[src/hw/rtl/cgr_pkg.sv]
// ----------------------------------------------------------------------------
// cgr_pkg
// Shared types and constants of the character grid rotator.
// ----------------------------------------------------------------------------
package cgr_pkg;

    localparam int DEF_MAX_SIDE = 8;
    localparam int CHAR_W       = 8;
    localparam int COORD_W      = 3;
    localparam int CFG_SIDE_W   = 4;
    localparam int CFG_ROT_W    = 9;
    localparam int IN_TDATA_W   = 8;
    localparam int OUT_TDATA_W  = 16;
    localparam int APB_ADDR_W   = 4;
    localparam int APB_DATA_W   = 32;

    localparam logic [CHAR_W-1:0]     PAD_CHAR = 8'h20;
    localparam logic [CFG_ROT_W-1:0]  ROT_90   = 9'd90;
    localparam logic [CFG_ROT_W-1:0]  ROT_180  = 9'd180;
    localparam logic [CFG_ROT_W-1:0]  ROT_270  = 9'd270;

    localparam logic [CFG_SIDE_W-1:0] RST_HEIGHT = 4'd8;
    localparam logic [CFG_SIDE_W-1:0] RST_WIDTH  = 4'd8;
    localparam logic [CFG_ROT_W-1:0]  RST_ROT    = 9'd0;

    typedef enum logic [1:0] {
        REG_HEIGHT = 2'd0,
        REG_WIDTH  = 2'd1,
        REG_ROT    = 2'd2
    } t_reg_idx;

    typedef struct packed {
        logic [CFG_SIDE_W-1:0] height;
        logic [CFG_SIDE_W-1:0] width;
        logic [CFG_ROT_W-1:0]  rot;
    } t_cfg;

    typedef struct packed {
        logic start;
        logic accept;
        logic issue;
        logic load;
    } t_dp_cmd;

    typedef struct packed {
        logic grid_done;
        logic last_pos;
        logic out_free;
    } t_dp_status;

endpackage

[src/hw/rtl/char_grid_rotator.sv]
// ----------------------------------------------------------------------------
// char_grid_rotator
// Loads a character grid line by line and streams it out rotated by a
// multiple of 90 degrees, one cell per result with its coordinates.
//
//   channel   direction  payload
//   s_axis    in         tdata: in_char; tuser: char_valid; tlast: line_end
//   m_axis    out        tdata: out_char, out_row, out_col; tlast: last
//   apb       in/out     grid_height @0x0, grid_width @0x4, rotation_degrees @0x8
//
// Input items can be taken back to back; a line end needs no padding items since
// each row's length is kept and short rows read back as spaces.
// Readout takes each result through an address issue step, then a registered
// read of the grid RAM into the output register, and waits on any m_axis stall.
// s_axis is held off while a grid is read out, from the line end that
// completes it until the last result is loaded.
// Reset is synchronous; the grid RAM is not cleared and needs no clearing pass.
// ----------------------------------------------------------------------------
module char_grid_rotator
    import cgr_pkg::*;
#(
    parameter int MAX_SIDE = DEF_MAX_SIDE
) (
    input  logic                   i_clk,
    input  logic                   i_rst_n,
    input  logic                   s_axis_tvalid,
    output logic                   s_axis_tready,
    input  logic [IN_TDATA_W-1:0]  s_axis_tdata,  // [7:0] in_char
    input  logic                   s_axis_tuser,  // [0] char_valid
    input  logic                   s_axis_tlast,
    output logic                   m_axis_tvalid,
    input  logic                   m_axis_tready,
    output logic [OUT_TDATA_W-1:0] m_axis_tdata,  // [7:0] out_char, [10:8] out_row,
                                                  // [13:11] out_col, [15:14] zero
    output logic                   m_axis_tlast,
    input  logic                   psel,
    input  logic                   penable,
    input  logic                   pwrite,
    input  logic [APB_ADDR_W-1:0]  paddr,
    input  logic [APB_DATA_W-1:0]  pwdata,
    output logic [APB_DATA_W-1:0]  prdata,
    output logic                   pready
);

    t_cfg               cfg;
    t_dp_cmd            cmd;
    t_dp_status         status;
    logic [CHAR_W-1:0]  out_char;
    logic [COORD_W-1:0] out_row, out_col;

    cgr_regs u_regs (
        .i_clk   (i_clk),
        .i_rst_n (i_rst_n),
        .psel    (psel),
        .penable (penable),
        .pwrite  (pwrite),
        .paddr   (paddr),
        .pwdata  (pwdata),
        .prdata  (prdata),
        .pready  (pready),
        .o_cfg   (cfg)
    );

    cgr_ctrl u_ctrl (
        .i_clk      (i_clk),
        .i_rst_n    (i_rst_n),
        .i_in_valid (s_axis_tvalid),
        .o_in_ready (s_axis_tready),
        .i_status   (status),
        .o_cmd      (cmd)
    );

    cgr_dp #(
        .MAX_SIDE (MAX_SIDE)
    ) u_dp (
        .i_clk           (i_clk),
        .i_rst_n         (i_rst_n),
        .i_cfg           (cfg),
        .i_cmd           (cmd),
        .o_status        (status),
        .i_in_char       (s_axis_tdata[CHAR_W-1:0]),
        .i_in_char_valid (s_axis_tuser),
        .i_in_line_end   (s_axis_tlast),
        .o_out_valid     (m_axis_tvalid),
        .i_out_ready     (m_axis_tready),
        .o_out_char      (out_char),
        .o_out_row       (out_row),
        .o_out_col       (out_col),
        .o_out_last      (m_axis_tlast)
    );

    assign m_axis_tdata = {2'b00, out_col, out_row, out_char};

endmodule

[src/hw/rtl/cgr_ram.sv]
// ----------------------------------------------------------------------------
// cgr_ram
// Generic single write port, single read port RAM with registered read data.
// ----------------------------------------------------------------------------
module cgr_ram #(
    parameter int  WIDTH = 8,
    parameter int  DEPTH = 64,
    localparam int AW    = (DEPTH > 1) ? $clog2(DEPTH) : 1
) (
    input  logic             i_clk,
    input  logic             i_we,
    input  logic [AW-1:0]    i_waddr,
    input  logic [WIDTH-1:0] i_wdata,
    input  logic [AW-1:0]    i_raddr,
    output logic [WIDTH-1:0] o_rdata
);

    logic [WIDTH-1:0] r_mem [DEPTH];
    logic [WIDTH-1:0] r_rdata;

    always_ff @(posedge i_clk) begin
        if (i_we) begin
            r_mem[i_waddr] <= i_wdata;
        end
        r_rdata <= r_mem[i_raddr];
    end

    assign o_rdata = r_rdata;

endmodule

[src/hw/rtl/cgr_regs.sv]
// ----------------------------------------------------------------------------
// cgr_regs
// Configuration register file behind the APB port.
// ----------------------------------------------------------------------------
module cgr_regs
    import cgr_pkg::*;
(
    input  logic                  i_clk,
    input  logic                  i_rst_n,
    input  logic                  psel,
    input  logic                  penable,
    input  logic                  pwrite,
    input  logic [APB_ADDR_W-1:0] paddr,
    input  logic [APB_DATA_W-1:0] pwdata,
    output logic [APB_DATA_W-1:0] prdata,
    output logic                  pready,
    output t_cfg                  o_cfg
);

    t_cfg     r_cfg;
    t_reg_idx reg_idx;
    logic     wr_en;

    assign reg_idx = t_reg_idx'(paddr[3:2]);
    assign wr_en   = psel & penable & pwrite;
    assign pready  = 1'b1;

    always_ff @(posedge i_clk) begin
        if (!i_rst_n) begin
            r_cfg.height <= RST_HEIGHT;
            r_cfg.width  <= RST_WIDTH;
            r_cfg.rot    <= RST_ROT;
        end else if (wr_en) begin
            unique case (reg_idx)
                REG_HEIGHT: r_cfg.height <= pwdata[CFG_SIDE_W-1:0];
                REG_WIDTH:  r_cfg.width  <= pwdata[CFG_SIDE_W-1:0];
                REG_ROT:    r_cfg.rot    <= pwdata[CFG_ROT_W-1:0];
                default: ;
            endcase
        end
    end

    always_comb begin
        unique case (reg_idx)
            REG_HEIGHT: prdata = APB_DATA_W'(r_cfg.height);
            REG_WIDTH:  prdata = APB_DATA_W'(r_cfg.width);
            REG_ROT:    prdata = APB_DATA_W'(r_cfg.rot);
            default:    prdata = '0;
        endcase
    end

    assign o_cfg = r_cfg;

endmodule

[src/hw/rtl/cgr_ctrl.sv]
// ----------------------------------------------------------------------------
// cgr_ctrl
// Sequencer: takes characters, then walks the rotated readout one cell at a time.
// ----------------------------------------------------------------------------
module cgr_ctrl
    import cgr_pkg::*;
(
    input  logic       i_clk,
    input  logic       i_rst_n,
    input  logic       i_in_valid,
    output logic       o_in_ready,
    input  t_dp_status i_status,
    output t_dp_cmd    o_cmd
);

    typedef enum logic [1:0] {
        S_IDLE,
        S_ISSUE,
        S_LOAD
    } t_state;

    t_state  r_state, n_state;
    logic    r_in_ready, n_in_ready;
    t_dp_cmd cmd;

    always_comb begin
        n_state = r_state;
        cmd     = '0;
        unique case (r_state)
            S_IDLE: begin
                cmd.accept = i_in_valid & r_in_ready;
                if (cmd.accept && i_status.grid_done) begin
                    cmd.start = 1'b1;
                    n_state   = S_ISSUE;
                end
            end
            S_ISSUE: begin
                // wait until the output register can take the next cell
                if (i_status.out_free) begin
                    cmd.issue = 1'b1;
                    n_state   = S_LOAD;
                end
            end
            S_LOAD: begin
                cmd.load = 1'b1;
                n_state  = i_status.last_pos ? S_IDLE : S_ISSUE;
            end
            default: n_state = S_IDLE;
        endcase
        n_in_ready = (n_state == S_IDLE);
    end

    always_ff @(posedge i_clk) begin
        if (!i_rst_n) begin
            r_state    <= S_IDLE;
            r_in_ready <= 1'b1;
        end else begin
            r_state    <= n_state;
            r_in_ready <= n_in_ready;
        end
    end

    assign o_in_ready = r_in_ready;
    assign o_cmd      = cmd;

endmodule

[src/hw/rtl/cgr_dp.sv]
// ----------------------------------------------------------------------------
// cgr_dp
// Datapath: grid store, line bookkeeping, rotated address generation and
// the output register.
// ----------------------------------------------------------------------------
module cgr_dp
    import cgr_pkg::*;
#(
    parameter int MAX_SIDE = DEF_MAX_SIDE
) (
    input  logic               i_clk,
    input  logic               i_rst_n,
    input  t_cfg               i_cfg,
    input  t_dp_cmd            i_cmd,
    output t_dp_status         o_status,
    input  logic [CHAR_W-1:0]  i_in_char,
    input  logic               i_in_char_valid,
    input  logic               i_in_line_end,
    output logic               o_out_valid,
    input  logic               i_out_ready,
    output logic [CHAR_W-1:0]  o_out_char,
    output logic [COORD_W-1:0] o_out_row,
    output logic [COORD_W-1:0] o_out_col,
    output logic               o_out_last
);

    localparam int IDX_W  = (MAX_SIDE > 1) ? $clog2(MAX_SIDE) : 1;
    localparam int CNT_W  = $clog2(MAX_SIDE + 1);
    localparam int DEPTH  = MAX_SIDE * MAX_SIDE;
    localparam int ADDR_W = (DEPTH > 1) ? $clog2(DEPTH) : 1;

    function automatic logic [CNT_W-1:0] side_of(input logic [CFG_SIDE_W-1:0] v);
        logic [CNT_W-1:0] s;
        if (v == '0) begin
            s = CNT_W'(1);
        end else if (v > MAX_SIDE) begin
            s = CNT_W'(MAX_SIDE);
        end else begin
            s = CNT_W'(v);
        end
        return s;
    endfunction

    // config-derived geometry
    logic [CNT_W-1:0] h, w, oh, ow;
    logic [IDX_W-1:0] hm1, wm1;
    logic             is90, is180, is270;

    // load side
    logic [CNT_W-1:0]  r_line, r_col;
    logic [CNT_W-1:0]  r_row_len [MAX_SIDE];
    logic [CNT_W-1:0]  line_inc, col_after;
    logic [IDX_W-1:0]  load_row;
    logic              store, grid_done;
    logic [ADDR_W-1:0] waddr;

    // readout side
    logic [IDX_W-1:0]  r_orow, r_ocol;
    logic [IDX_W-1:0]  src_row, src_col, r_src_row, r_src_col;
    logic [ADDR_W-1:0] raddr;
    logic [CHAR_W-1:0] ram_rdata;
    logic              last_pos, cell_stored;

    // output register
    logic               r_out_valid;
    logic [CHAR_W-1:0]  r_out_char;
    logic [COORD_W-1:0] r_out_row, r_out_col;
    logic               r_out_last;

    assign h     = side_of(i_cfg.height);
    assign w     = side_of(i_cfg.width);
    assign hm1   = IDX_W'(h - 1'b1);
    assign wm1   = IDX_W'(w - 1'b1);
    assign is90  = (i_cfg.rot == ROT_90);
    assign is180 = (i_cfg.rot == ROT_180);
    assign is270 = (i_cfg.rot == ROT_270);
    assign oh    = (is90 | is270) ? w : h;
    assign ow    = (is90 | is270) ? h : w;

    // ---------------- load side ----------------
    assign load_row  = r_line[IDX_W-1:0];
    assign line_inc  = r_line + 1'b1;
    assign grid_done = i_in_line_end && (line_inc >= h);
    assign store     = i_cmd.accept && i_in_char_valid && (r_col < w);
    assign col_after = store ? (r_col + 1'b1) : r_col;
    assign waddr     = ADDR_W'(load_row * MAX_SIDE + r_col[IDX_W-1:0]);

    always_ff @(posedge i_clk) begin
        if (!i_rst_n) begin
            r_line <= '0;
            r_col  <= '0;
        end else if (i_cmd.accept) begin
            if (i_in_line_end) begin
                r_col  <= '0;
                r_line <= grid_done ? '0 : line_inc;
            end else begin
                r_col  <= col_after;
            end
        end
    end

    // cells at or past a row's length read back as padding
    always_ff @(posedge i_clk) begin
        if (i_cmd.accept && i_in_line_end) begin
            r_row_len[load_row] <= col_after;
        end
    end

    // ---------------- readout side ----------------
    always_comb begin
        priority if (is90) begin
            src_row = hm1 - r_ocol;
            src_col = r_orow;
        end else if (is180) begin
            src_row = hm1 - r_orow;
            src_col = wm1 - r_ocol;
        end else if (is270) begin
            src_row = r_ocol;
            src_col = wm1 - r_orow;
        end else begin
            src_row = r_orow;
            src_col = r_ocol;
        end
    end

    assign raddr    = ADDR_W'(src_row * MAX_SIDE + src_col);
    assign last_pos = (r_orow == IDX_W'(oh - 1'b1)) && (r_ocol == IDX_W'(ow - 1'b1));

    always_ff @(posedge i_clk) begin
        if (i_cmd.issue) begin
            r_src_row <= src_row;
            r_src_col <= src_col;
        end
    end

    always_ff @(posedge i_clk) begin
        if (!i_rst_n) begin
            r_orow <= '0;
            r_ocol <= '0;
        end else if (i_cmd.start) begin
            r_orow <= '0;
            r_ocol <= '0;
        end else if (i_cmd.load && !last_pos) begin
            if (r_ocol == IDX_W'(ow - 1'b1)) begin
                r_ocol <= '0;
                r_orow <= r_orow + 1'b1;
            end else begin
                r_ocol <= r_ocol + 1'b1;
            end
        end
    end

    cgr_ram #(
        .WIDTH (CHAR_W),
        .DEPTH (DEPTH)
    ) u_ram (
        .i_clk   (i_clk),
        .i_we    (store),
        .i_waddr (waddr),
        .i_wdata (i_in_char),
        .i_raddr (raddr),
        .o_rdata (ram_rdata)
    );

    assign cell_stored = (CNT_W'(r_src_col) < r_row_len[r_src_row]);

    // ---------------- output register ----------------
    always_ff @(posedge i_clk) begin
        if (!i_rst_n) begin
            r_out_valid <= 1'b0;
        end else if (i_cmd.load) begin
            r_out_valid <= 1'b1;
        end else if (i_out_ready) begin
            r_out_valid <= 1'b0;
        end
    end

    always_ff @(posedge i_clk) begin
        if (i_cmd.load) begin
            r_out_char <= cell_stored ? ram_rdata : PAD_CHAR;
            r_out_row  <= COORD_W'(r_orow);
            r_out_col  <= COORD_W'(r_ocol);
            r_out_last <= last_pos;
        end
    end

    assign o_status.grid_done = grid_done;
    assign o_status.last_pos  = last_pos;
    assign o_status.out_free  = ~r_out_valid | i_out_ready;

    assign o_out_valid = r_out_valid;
    assign o_out_char  = r_out_char;
    assign o_out_row   = r_out_row;
    assign o_out_col   = r_out_col;
    assign o_out_last  = r_out_last;

endmodule

[config.mk]
export PLATFORM = sky130hd
export DESIGN_NAME = char_grid_rotator
export DESIGN_NICKNAME = d
export VERILOG_FILES = /design/src/hw/rtl/cgr_pkg.sv /design/src/hw/rtl/char_grid_rotator.sv /design/src/hw/rtl/cgr_ram.sv /design/src/hw/rtl/cgr_regs.sv /design/src/hw/rtl/cgr_ctrl.sv /design/src/hw/rtl/cgr_dp.sv
export SDC_FILE = /design/constraint.sdc
export NUM_CORES = 1
export LEC_CHECK = 0
export CAP_MARGIN = 40
export CORE_MARGIN = 1.5
export CORE_UTILIZATION = 35
export CTS_CLUSTER_DIAMETER = 80
export DETAILED_ROUTE_END_ITERATION = 10
export DONT_BUFFER_PORTS = 1
export GPL_TIMING_DRIVEN = 1
export SETUP_SLACK_MARGIN = 0.3
export SLEW_MARGIN = 20
export SYNTH_ARGS = -nofsm -noshare
export SYNTH_HDL_FRONTEND = slang
export SYNTH_HIERARCHICAL = 1
export SYNTH_SLANG_ARGS = --single-unit
[constraint.sdc]
create_clock -name i_clk -period 3.8 [get_ports i_clk]
set_clock_uncertainty 0.05 [all_clocks]
set_input_delay 0.76 -clock i_clk [delete_from_list [all_inputs] [get_ports i_clk]]
set_output_delay 0.76 -clock i_clk [all_outputs]
set_load 0.02 [all_outputs]
==> results of run 1 <==
==> layout by cell type (no fill, tap or decap), drive strengths merged, types with 18 or more instances in the layout <==
cell    count
o21ai      18
ha         19
nand2      72
clkbuf     71
buf       193
mux2i      59
clkinv     30
nand3      21
mux4      134
conb       26
edfxtp    565
nor2b      34
inv        18
dfxtp      46
mux2       22
nor2      110
==> cell families (layout without fill, tap and decap cells) <==
kind of cell	count (synthesis)	in the layout	share of synthesized area, %
flops	611	611	71.06
xor+xnor	20	20	0.7258
other cells	3	26	0.04474
fa+ha+maj	23	23	1.263
simple gates	308	308	5.940
buf+inv	107	326	2.565
mux	214	215	15.28
compound gates	107	107	3.122
==> registers in the layout (all words and copies together), names as in the netlist, 4 cells and up, named ones only <==
name,flops
u_dp/u_ram/r_mem,512
u_dp/r_row_len,32
u_regs/o_cfg,17
u_dp/o_out_char,8
u_dp/u_ram/o_rdata,8
u_dp/r_col,4
u_dp/r_line,4
==> worst reg2reg max path, stage by stage, from the launching register on <==
cell and delay (ns):
dfxtp_2 0.32, o21ba_4 0.22, nor2_4 0.15, ha_4 0.14, inv_2 0.03, fa_2 0.34, xnor2_2 0.15, xnor2_1 0.22
o32ai_2 0.12, nor2_2 0.18, buf_6 0.14, mux2_4 0.21, mux4_2 0.31, mux2_4 0.30, o221a_4 0.27, nor3_2 0.15
buf_4 0.15, o32ai_1 0.09
==> area by class of cell <==
cell class / instances / area [um2]
clock buffer: 68 / 1531
sequential: 611 / 17890
tap: 950 / 1189
inverter: 14 / 52.55
fill: 6227 / 41140
clock inverter: 44 / 431.7
timing repair buffer: 200 / 2039
multi-input combinational: 699 / 7087
==> power breakdown <==
part           switching (mW)  total, mW  internal [mW]
sequential             0.0306       7.40           7.37
combinational           0.325      0.609          0.284
clock                    2.57       5.90           3.33
==> routing by layer <==
metal	part of all wire [%]	routed length [um]
met5	0	0
met4	2.5	1460
met3	5.7	3371
met2	49	29040
met1	42	25000
==> repair_timing <==
action                     4_1_cts  5_1_grt
pin swaps                       13       10
buffers inserted                24       20
setup endpoints to repair        8        9
cloned                           7        3
gates resized for setup         70       30
==> path summary, 6_finish.rpt <==
path	start	to	slack, ns	cells past startpoint
setup / recovery	u_regs/o_cfg[11]	u_dp/u_ram/o_rdata[4]	0.11	17
hold / removal	i_rst_n	u_ctrl/o_in_ready	0.16	1
setup reg to reg	u_regs/o_cfg[11]	u_dp/u_ram/o_rdata[4]	0.11	17
hold reg to reg	u_dp/r_src_row[0]	flop	0.43	1
==> qor.yml, run 1 <==
status:
  status: "finished clean"
floorplan:
  rows: 98
  start_util_pct: 35.27
  die_w_um: 271.2
  die-height_um: 271.2
  io-pin-count: 105
  coreArea_um2: 71360
  die_area_um2: 73530
clock_tree:
  insertion_delay_ns: 0.64
  cts_tree: "built"
  htree_levels: 2
  clock-sinks: 611
  clockBufferDepth: 3
  clkTransAtPathRegs_ns: 0.06
  postCtsHoldBufs: 0
  root_buffer: "clkbuf_16"
  cts-buffers-inserted: 59
power:
  powerDensity_nw_per_um2: 460.2
  power_mw: 13.91
  ir_worst_vdd_v: 0.0003310
  p_leak_nw: 9.766
sta:
  layout_setup_ws_ns: 0.1105
  fin_setup_tns_ns: 0
  fmax_ghz: 0.2710
  relSlewSlack_pct: 47.45
  whs_ns: 0.1643
  post-route-period-util_pct: 97.09
  setup_violations: 0
  tightest_slew_ns: 0.7823
  rsz0062_at_grt: "yes"
  drv_slew: 0
  period_minus_slack_ns: 3.690
  hold_violations: 0
global_routing:
  grt_max_degree: 65
  antenna_found_initial: 1
  track_usage_pct: 15.74
  grt_pass1_wl_um: 86890
  grt_use_met1_pct: 21.44
  top_usage_layer: "met2"
  use_met3_pct: 2.574
  grt_pass1_vias: 13310
  grt.overflow.total: 0
  met2_usage_pct: 26.05
place:
  port_buffers: 0
  gp_congestion: 0.7957
  dp_hpwl_um: 36270
  dpl_cell_area_um2: 27120
  dp_slack_ns: -0.01811
  dp_cells: 2420
logic_synthesis:
  ys_types: 69
  synth_area_um2: 25170
  ys.flop_type: "edfxtp_1"
  async_flop_share_pct: 0
  synth_top_area_share_pct: 67.41
  ys_ff_latch: 611
  synthTopCellsByArea: "edfxtp_1, mux4_2, dfxtp_1"
  synth_area_per_cell_um2: 18.07
  yosysTopAreaCell: "edfxtp_1"
  yosys_warnings: 6
  synthCells: 1393
  synthTopCellsByCount: "edfxtp_1, mux4_2, nor2_1, nand2_1, mux2i_1"
  yosysMostFrequentCell: "edfxtp_1"
  synth_enable_flop_cells: 565
  yosysSeqAreaShare_pct: 71.06
final_layout:
  drive_above_1_share_pct: 30.87
  area_growth_pct: 20.06
  postLayoutCoreUtil_pct: 42.35
  final_cell_area_um2: 30220
  n_antenna_cell: 0
  final_nets: 1661
  final_cells: 2586
route:
  wirelength_um: 58870
  first_iter_violations: 1068
  first_pass_iters: 5
  viasPerCell: 5.194
  ant_nets: 0
  post_drt_wl_per_cell_um: 22.77
  drc: 0
  num_vias: 13430
worst_setup_path:
  path_delay_family: "multiplexers"
  startpoint_type: "flop"
  crit_fanout: 5
  critical_path.most_common_cell: "mux2_4"
  path_cells: "o21ba_4, nor2_4, ha_4, inv_2, fa_2, xnor2_2, xnor2_1, o32ai_2, nor2_2, buf_6, mux2_4, mux4_2, mux2_4, o221a_4, nor3_2, buf_4, o32ai_1"
  path_buf_inv: 3
  path_class: "reg -> reg"
  required_ns: 4.25
  slowest_stage: "fa_2"
  max_stage_delay_ns: 0.34
  end_kind: "flop"
  arrival_ns: 4.14
worst_hold_path:
  hold_class: "in -> reg"
job:
  max-cap-violations: 0
Note: power is estimated with default switching activity, not from simulation.
==> inputs of run 2 (changes only) <==
--- a/config.mk
+++ b/config.mk
@@ -6,6 +6,7 @@
 export NUM_CORES = 1
 export LEC_CHECK = 0
 export CAP_MARGIN = 40
+export CORE_ASPECT_RATIO = 0.8
 export CORE_MARGIN = 1.5
 export CORE_UTILIZATION = 35
 export CTS_CLUSTER_DIAMETER = 80
==> run 2 against run 1 <==
Fmax is 2.5% higher; global-route usage is 0.72 points higher; worst setup slack better by 0.091 ns; first-iteration DRC count is 8.4% higher; die area hardly changed; design area is 1.1% lower; largest cell class unchanged; critical endpoint is now u_dp/u_ram/o_rdata[3]; worst hold slack worse by 0.0031 ns.
==> qor.yml, run 2 (synthesis results as in run 1) <==
status:
  status: "finished clean"
global_routing:
  grt.overflow.total: 0
  antenna_found_initial: 0
  grt_max_degree: 65
  track_usage_pct: 16.46
  grt_pass1_vias: 13460
  grt_pass1_wl_um: 89110
floorplan:
  io-pin-count: 105
  die_w_um: 302.8
  start_util_pct: 35.52
  coreArea_um2: 70860
  rows: 87
  die_area_um2: 73540
  die-height_um: 242.9
sta:
  relSlewSlack_pct: 51.21
  whs_ns: 0.1612
  post-route-period-util_pct: 94.71
  fin_setup_tns_ns: 0
  drv_slew: 0
  period_minus_slack_ns: 3.599
  hold_violations: 0
  layout_setup_ws_ns: 0.2010
  tightest_slew_ns: 0.7266
  setup_violations: 0
  fmax_ghz: 0.2779
  rsz0062_at_grt: "yes"
power:
  intPower_mw: 10.67
  seqPwrFrac_pct: 54.9
  p_leak_nw: 9.629
  power_switching_mw: 2.813
  switching_share_pct: 20.86
  powerDensity_nw_per_um2: 451.0
  p_comb_share_pct: 4.8
  pwr-share-clk_pct: 40.3
  ir_worst_vdd_v: 0.0004238
place:
  dpl_cell_area_um2: 27250
  gp_congestion: 0.8168
  dp_cells: 2422
  port_buffers: 0
  dp_hpwl_um: 38150
  dp_slack_ns: -0.1261
route:
  post_drt_wl_per_cell_um: 23.58
  viasPerCell: 5.260
  drc: 0
  first_pass_iters: 6
  wirelength_um: 60310
  num_vias: 13460
  first_iter_violations: 1158
  ant_nets: 0
worst_setup_path:
  end_kind: "flop"
  path_class: "reg -> reg"
  required_ns: 4.26
  startpoint_type: "flop"
  crit_fanout: 9
  rrSetupSlack_ns: 0.20
  arrival_ns: 4.06
final_layout:
  final_cell_mix: "edfxtp_1, buf_4, mux4_2"
  n_antenna_cell: 0
  top_register: "u_dp/u_ram/r_mem"
  largest_reg_flops: 512
  area_growth_pct: 18.78
  drive_above_1_share_pct: 30.73
  final_cells: 2558
  final.fill_count: 6191
  final_cell_area_um2: 29900
  final_nets: 1655
  mostFrequentLayoutCell: "edfxtp_1"
worst_hold_path:
  hold_class: "in -> reg"
job:
  max-cap-violations: 0
clock_tree:
  cts_tree: "built"
  htree_levels: 2
  clkTransAtPathRegs_ns: 0.06
  insertion_delay_ns: 0.64
  clockBufferDepth: 3
  root_buffer: "clkbuf_16"
  clock-sinks: 611
  cts-buffers-inserted: 57
[run 2: cell count changes in the layout (fill, tap and decap cells not counted), sizes merged]
cell      change
bufinv        -5
clkinvlp      -3
clkbuf        +8
clkinv        -8
buf           -1
inv           -3
[run 2: what timing repair did]
item	in CTS	in global routing
endpoints found under the hold margin	0	0
buffers inserted	21	4
hold buffers	0	0
resized for setup	56	34
pin swaps	10	10
setup endpoints to repair	8	15
gates cloned	7	0
[run 2: stage by stage]
stage	utilization, %	power, mW
CTS	41.90	13.55
global placement	38.46	8.054
detailed placement	38.46	8.061
floorplan	-	7.878
global route	42.19	13.88
finish	42.19	13.49
[run 2: final cells by class]
class / count / area [um2] / share of cell area [%]
Sequential cell: 611 / 17890 / 59.84
Tap cell: 934 / 1169 / 3.909
Clock inverter: 25 / 175.2 / 0.5859
Inverter: 14 / 52.55 / 0.1758
Multi-Input combinational cell: 699 / 7114 / 23.80
Clock buffer: 79 / 1590 / 5.319
Timing Repair Buffer: 196 / 1907 / 6.378
[run 2: critical path, cell delays in order (launching register included)]
cell and delay [ns]:
dfxtp_2 0.32, o21ba_4 0.23, nor2_4 0.15, ha_4 0.15, inv_2 0.03, fa_2 0.50
mux2i_1 0.06, nand2_1 0.06, o211ai_1 0.12, o21ai_4 0.11, buf_12 0.18, buf_12 0.12
buf_16 0.12, mux4_2 0.32, mux4_2 0.52, o21ai_1 0.19, o41ai_2 0.10, buf_4 0.14
[run 2: per-layer routing]
layer	wire length, um	up-vias	GRT usage, %	share of wire (%)
met4	1180	0	4.580	2.0
met2	26880	473	24.11	45
met5	0	-	0	0
met1	27300	7019	24.23	45
met3	4943	87	4.117	8.2
li1	-	5876	-	-
[run 2: worst paths after layout]
path,start,to,cells past startpoint
worst max-delay path,u_regs/o_cfg[11],u_dp/u_ram/o_rdata[3],17
worst min-delay path,i_rst_n,u_ctrl/o_in_ready,1
worst max register to register,u_regs/o_cfg[11],u_dp/u_ram/o_rdata[3],17
worst min register to register,u_dp/r_src_row[1],flop,1
[run 2: power groups by stage]
stage | clock (mW) | sequential [mW] | combinational [mW]
after global routing | 5.79 | 7.41 | 0.682
after floorplan | 0 | 7.53 | 0.347
after CTS | 5.55 | 7.41 | 0.602
after global placement | 0 | 7.55 | 0.505
final | 5.43 | 7.41 | 0.645
after detailed placement | 0 | 7.55 | 0.510
==> inputs of run 3 (changes only) <==
==> constraint.sdc (replaced) <==
create_clock -name i_clk -period 4.5 [get_ports i_clk]
set_clock_uncertainty 0.05 [all_clocks]
set_input_delay 0.9 -clock i_clk [delete_from_list [all_inputs] [get_ports i_clk]]
set_output_delay 0.9 -clock i_clk [all_outputs]
set_load 0.02 [all_outputs]
==> run 3 against run 2 <==
Power down 15%; flip-flop and latch count unchanged; non-clock buffer count fell by 85; count of clock-buffer cells in the layout up 3; global-route usage is 1.2 points lower; worst setup slack gained 0.29 ns; sequential power decreased by 16%; combinational power down 33%; sequential share of layout area rose by 2.3 points; critical path type unchanged; highest routed layer is now met5.
==> qor.yml, run 3 (synthesis results as in run 1) <==
clock_tree:
  htree_levels: 2
  clock-sinks: 611
  cts_tree: "built"
  root_buffer: "clkbuf_16"
  insertion_delay_ns: 0.63
  clockBufferDepth: 3
  cts-buffers-inserted: 58
  clkTransAtPathRegs_ns: 0.07
route:
  first_iter_violations: 1295
  drc: 0
  viasPerCell: 5.288
  wirelength_um: 56430
  post_drt_wl_per_cell_um: 22.74
  highest_layer: "met5"
  routed-wl-met2_um: 25330
  wl_met3_um: 3674
  num_vias: 13120
  ant_nets: 0
  wl_met1_um: 26260
  first_pass_iters: 5
final_layout:
  drive_above_1_share_pct: 24.06
  final.fill_count: 6279
  largest_reg_flops: 512
  final_cell_mix: "edfxtp_1, mux4_2, nor2_1"
  final_cells: 2481
  final_nets: 1572
  mostFrequentLayoutCell: "edfxtp_1"
  multi_input_area_um2: 6809
  seqCellArea_um2: 17890
  top_register: "u_dp/u_ram/r_mem"
  area_growth_pct: 14.34
job:
  max-cap-violations: 0
place:
  dp_cells: 2356
  gp_congestion: 0.7637
  port_buffers: 0
  dp_hpwl_um: 34660
  dp_slack_ns: 0.1903
floorplan:
  start_util_pct: 35.52
  die_area_um2: 73540
  die-height_um: 242.9
  die_w_um: 302.8
  coreArea_um2: 70860
  io-pin-count: 105
  rows: 87
global_routing:
  track_usage_pct: 15.30
  grt_pass1_vias: 13190
  grt.overflow.total: 0
  grt_pass1_wl_um: 83800
  grt_max_degree: 65
  antenna_found_initial: 1
worst_setup_path:
  startpoint_type: "flop"
  end_kind: "flop"
  crit_start: "u_regs/o_cfg[11]"
  path_class: "reg -> reg"
  rrSetupSlack_ns: 0.49
  crit_fanout: 21
  required_ns: 4.98
  rr_startpoint: "u_regs/o_cfg[11]"
  r2r_cells: 17
  arrival_ns: 4.49
sta:
  relSlewSlack_pct: 47.74
  fmax_ghz: 0.2492
  fin_setup_tns_ns: 0
  post-route-period-util_pct: 89.18
  drv_slew: 0
  tightest_slew_ns: 0.7810
  whs_ns: 0.3030
  layout_setup_ws_ns: 0.4870
  rsz0062_at_grt: "yes"
  period_minus_slack_ns: 4.013
  hold_violations: 0
  setup_violations: 0
power:
  ir_worst_vdd_v: 0.0002827
  power_mw: 11.42
  powerDensity_nw_per_um2: 396.7
  p_leak_nw: 9.049
worst_hold_path:
  whs_path_depth: 1
  min_from: "i_rst_n"
  hold_class: "in -> reg"
status:
  status: "finished clean"
run 3: cell count changes in the layout (fill, tap and decap cells not counted), sizes merged:
cell	before	now
buf	192	111
bufinv	1	2
bufbuf	4	0
clkinvlp	1	2
inv	15	16
clkbuf	79	82
diode	0	1
mux2	22	23
run 3: cell type report:
cell class              instances  area share (%)
repair buffers                111           3.487
flip-flops and latches        611           62.15
clock inverters                28          0.8087
inverters                      14          0.1826
diodes                          1        0.008695
well taps                     934           4.061
clock buffers                  82           5.639
multi-input cells             700           23.66
run 3: through the flow:
stage | util, % | instance area (um2)
floorplan | - | 25260
global placement | 37.72 | 26730
detailed placement | 37.72 | 26730
CTS | 40.40 | 28630
global route | 40.61 | 28780
finish | 40.61 | 28780
run 3: worst max-delay path, cell delays in order (launching register included):
cell       delay [ns]
dfxtp_1          0.36
o21ba_2          0.26
nor2_2           0.18
ha_1             0.19
inv_1            0.05
fa_1             0.48
mux2i_1          0.06
nand2_1          0.08
o211ai_1         0.13
o21ai_4          0.15
buf_16           0.21
buf_12           0.19
mux4_2           0.32
nor2b_1          0.14
a2111oi_0        0.47
buf_4            0.23
o41ai_2          0.13
buf_4            0.18
run 3: final timing paths:
| check | endpoint |
|---|---|
| min reg2reg | flop |
| max | u_dp/u_ram/o_rdata[5] |
| max reg2reg | u_dp/u_ram/o_rdata[5] |
| min | u_ctrl/o_in_ready |
run 3: report_power, final:
part           total, mW  switching (mW)  internal [mW]
Sequential          6.26          0.0318           6.22
Clock               4.73            2.09           2.64
Combinational      0.430           0.244          0.185
Total               11.4            2.37           9.05
run 3: per-layer routing:
| layer | vias up | global-route usage, % |
|---|---|---|
| met5 | - | 0 |
| met4 | 2 | 3.892 |
| met3 | 76 | 3.052 |
| met2 | 428 | 22.69 |
| met1 | 6903 | 22.93 |
| li1 | 5711 | - |
run 3: what timing repair did:
item,CTS,global route
hold buffers,0,0
cloned,0,2
setup buffers,3,5
pin swaps,1,1
endpoints found under the setup margin,4,8
gates resized for setup,1,6
endpoints found under the hold margin,0,0
